<file path="config.mk">
export PLATFORM = sky130hd
export DESIGN_NAME = iui_merge_unit
export DESIGN_NICKNAME = d
export VERILOG_FILES = /design/src/design/iui_pkg.sv /design/src/design/iui_merge_unit.sv
export SDC_FILE = /design/constraint.sdc
export NUM_CORES = 1
export LEC_CHECK = 0
export ABC_AREA = 1
export ABC_CLOCK_PERIOD_IN_PS = 1900
export BUFFER_PORTS_ARGS = -buffer_cell sky130_fd_sc_hd__buf_2
export CAP_MARGIN = 20
export CORE_ASPECT_RATIO = 0.9
export CORE_MARGIN = 2
export CORE_UTILIZATION = 47
export DETAILED_ROUTE_END_ITERATION = 6
export PLACE_DENSITY = 0.85
export SLEW_MARGIN = 0
export SYNTH_ARGS = -nofsm -noshare
export SYNTH_HDL_FRONTEND = slang
export SYNTH_SLANG_ARGS = --single-unit
</file>
<file path="constraint.sdc">
create_clock -name vclk -period 1.9
set_input_delay 0.19 -clock vclk [all_inputs]
set_output_delay 0.19 -clock vclk [all_outputs]
set_load 0.02 [all_outputs]
</file>
<file path="src/design/iui_pkg.sv">
// iui_pkg: shared types and codes for the interval union insert block
// used by the merge unit and the top level; no dependencies
package iui_pkg;

    localparam logic FUNC_INSERT = 1'b0;
    localparam logic FUNC_READ   = 1'b1;

    typedef struct packed {
        logic signed [31:0] lo;
        logic signed [31:0] hi;
    } entry_t;

    localparam int ENTRY_W = $bits(entry_t);

    // position of the scan relative to the interval being inserted
    typedef enum logic [1:0] {
        PH_BEFORE,
        PH_MERGE,
        PH_AFTER
    } phase_t;

    typedef enum logic [1:0] {
        CLS_BEFORE,
        CLS_MERGE,
        CLS_AFTER
    } cls_t;

    typedef struct packed {
        cls_t               cls;
        logic signed [31:0] m_start;
        logic signed [31:0] m_end;
    } merge_res_t;

endpackage

</file>
<file path="src/design/iui_merge_unit.sv">
// iui_merge_unit: shared compare unit that classifies one stored entry against
// the interval being inserted and widens the merged bounds; uses iui_pkg
module iui_merge_unit import iui_pkg::*; (
    input  entry_t             ent,
    input  logic signed [31:0] key_a,
    input  logic signed [31:0] key_b,
    input  phase_t             phase,
    input  logic signed [31:0] m_start,
    input  logic signed [31:0] m_end,
    output merge_res_t         res
);

    always_comb
    begin
        priority if (phase == PH_AFTER)
        begin
            res.cls = CLS_AFTER;
        end
        else if (phase == PH_BEFORE && ent.hi < key_a)
        begin
            res.cls = CLS_BEFORE;
        end
        else if (ent.lo <= key_b)
        begin
            res.cls = CLS_MERGE;
        end
        else
        begin
            res.cls = CLS_AFTER;
        end
        res.m_start = (ent.lo < m_start) ? ent.lo : m_start;
        res.m_end   = (ent.hi > m_end) ? ent.hi : m_end;
    end

endmodule

</file>
==> reports/metrics.cfg, run 1 <==
[outcome]
status=did not finish
haltStage=global routing (5_1_grt)
stop_error=[ERROR DPL-0038] Utilization greater than 100%, impossible to legalize

[logic_synthesis]
yosysUniqueCellTypes=25
yosysMostFrequentCell=nand2_1
syn_avg_cell_area_sq_um=5.82
synth-seq-area-share_pct=0
synth_nets=1078
syn_area_sq_um=4410
synth_common_cells=nand2_1 (207), inv_1 (152), ha_1 (126)
synth_area_leader_cell=ha_1
synth_area_leaders=ha_1 (36%), nand2_1 (18%), inv_1 (13%)
synth_cells=758
yosysTopAreaCellShare_pct=35.7
yosysWarnings=0

[clock_network]
cts_hold_buf=0

[die]
rows=33
die_w_um=106
start_util_pct=48.3
io_pins=260
die_y_um=95.9

[place]
hpwl_mm=13.0
port-buffer-count=260
place.gp.congestion=0.883
place_worst_setup_slack_ns=-0.415

[global_routing]
grt_max_degree=33

[sta]
worstEpCategory=primary output
grt-worst-endpoint=res[12]

-- timing repair --
action	4_1_cts
cloned	10
pin swaps	96
setup endpoints to repair	66
gates resized for setup	284
setup buffers	23
-- kinds of logic after synthesis --
group	share of synthesized area (%)
AOI/OAI and AO/OA	10.8
adders and majority gates	35.7
and+or+nand+nor	37.5
buffers and inverters	16.0
-- metrics by stage --
step	cells	area [sq um]	hold WS (ns)	setup TNS (ns)
4_1_cts	1231	8010	0.669	-18.90
3_5_place_dp	1198	6400	0.703	-21.15
3_3_place_gp	1198	6400	0.701	-19.12
2_1_floorplan	758	4410	0.548	0
==> inputs of run 2 (changes only) <==
- CORE_ASPECT_RATIO: 0.9 -> not set
- CORE_UTILIZATION: 47 -> 35
- PLACE_DENSITY: 0.85 -> not set
- PLACE_DENSITY_LB_ADDON: not set -> 0.15
==> run 2 against run 1 <==
Effect of this change: the flow now finishes, with violations (setup timing); area after synthesis did not move; synthesized cell count did not move.
==> reports/metrics.cfg, run 2 <==
[logic_synthesis]
synth_common_cells=nand2_1 (207), inv_1 (152), ha_1 (126)
muxShareOfSynthArea_pct=0
synthSimpleGateAreaFrac_pct=37.5
synth_top_family_by_area=simple AND/OR/NAND/NOR gates
synth_area_leaders=ha_1 (36%), nand2_1 (18%), inv_1 (13%)
yosysTopAreaCellShare_pct=35.7
synth_cells=758
syn_area_sq_um=4410
synth_area_leader_cell=ha_1
yosysWarnings=0
synthXorXnorAreaFrac_pct=0
yosysUniqueCellTypes=25
synthAdderAreaFrac_pct=35.7
synth_nets=1078
yosysMostFrequentCell=nand2_1
syn_avg_cell_area_sq_um=5.82
synth-compound-area-share_pct=10.8
synth-seq-area-share_pct=0

[layout]
n_sequential_cell=0
clock_buffers=0
final_cell_mix=buf_2 (173), inv_1 (133), nand2_1 (131), buf_6 (91), ha_1 (80)
areaGrowthSynthToFinish_pct=109
drive_gt1_share_pct=57.7
layout_commonest_cell=buf_2
fin_util_pct=74.1
finalInstanceArea_sq_um=9240
seq_area_sq_um=0
fin_nets=1437

[place]
place.gp.congestion=0.854
port-buffer-count=260
post_dp_cell_area_sq_um=6520
hpwl_mm=12.9

[worst_hold_path]
hold_class=input pin to primary output

[outcome]
status=finished with violations
violations=setup timing

[critical_path]
critPathMaxFanout=6
crit_arrival_ns=2.13
crit_required_ns=1.71
cp-start-kind=input pin
worstSetupPathType=input pin to primary output
end_kind=primary output

[clock_network]
cts_hold_buf=0

[sta]
slew_headroom_pct=79.0
finalHoldViolations=0
whs_ns=0.670
drv_slew=0
fin_crit_ns=2.32
max_freq_mhz=432
rsz0062_at_grt=true
finalCritPeriodShare_pct=122
worstMarginPinSlew_ns=0.316
layout_setup_ws_ns=-0.417
setup_viol=66

[global_routing]
grt_max_degree=33
antenna_found_initial=3
grt_pass1_wl_mm=29.0
overflow=0
grt_pass1_vias=6355
grt.total_usage_pct=26.2

[die]
rows=41
die_y_um=116
coreArea_sq_um=12500
die-area_sq_um=13500
io_pins=260
start_util_pct=35.4
die_w_um=116

[routing]
drtAntennaViolNets=0
dr_total_vias=6436
wl_per_cell_um=16.0
vias_per_cell=4.99
drt-total-wl_mm=20.6
drc=0
drt-initial-drc-count=233
drt_first_pass_iters=4

[power_and_ir_drop]
p_per_area_nw_per_um2=374
power_mw=3.46
p_leak_nw=5.09
irDropWorstVdd_uv=196

[run]
drv_cap=0

[run 2: cell counts after synthesis]
Identical to the previous run, type by type.
[run 2: logic make-up after synthesis]
kind of cell	count (synthesis)
adders and majority gates	126
and+or+nand+nor	371
AOI/OAI and AO/OA	88
buffers and inverters	173
[run 2: where the power goes]
part	internal [mW]	switching (mW)	total, mW
Sequential	0	0	0
Clock	0.000000211	0	0.000000211
Combinational	1.71	1.75	3.46
Total	1.71	1.75	3.46
[run 2: metal layers]
metal  wire [um]  vias up  track usage, %
li1            -     3194               -
met1        8190     2949            30.7
met2       10800      239            50.7
met3        1030       52            2.80
met4         633        2            5.87
met5          11        -               0
[run 2: worst max-delay path: stages]
cell,delay [ns]
buf_6,0.10
ha_4,0.24
a21boi_2,0.18
o21bai_1,0.14
nand2_1,0.07
nand2_1,0.07
nand2_2,0.06
nand2_2,0.06
nand2_2,0.08
nand2_4,0.13
buf_6,0.12
nand3_4,0.11
buf_12,0.17
buf_16,0.14
nand3_2,0.06
nand2_1,0.07
buf_6,0.13
[run 2: final cells by class]
type / instances / area (sq um)
diodes: 3 / 7.51
fillers: 932 / 3230
inverters: 152 / 591
multi-input cells: 585 / 5200
well taps: 172 / 215
repair buffers: 378 / 3230
[run 2: path summary, 6_finish.rpt]
| path | cells past startpoint | start | endpoint |
|---|---|---|---|
| min | 4 | m_end[30] | res[30] |
| max | 17 | ent[33] | res[42] |
[run 2: metrics by stage]
stage               TNS [ns]  cells  setup WS, ns
floorplan                  0    758       0.00835
global placement      -19.23   1252        -0.421
detailed placement    -20.39   1252        -0.413
CTS                   -19.01   1288        -0.320
global route          -28.85   1289        -0.476
finish                -22.61   1290        -0.417
[run 2: timing repair]
item,4_1_cts,5_1_grt
cloned,13,1
buffers inserted,23,4
gates resized for setup,299,212
setup endpoints to repair,66,66
pin swaps,99,97
No activity file was read; power rests on OpenSTA's default activity.
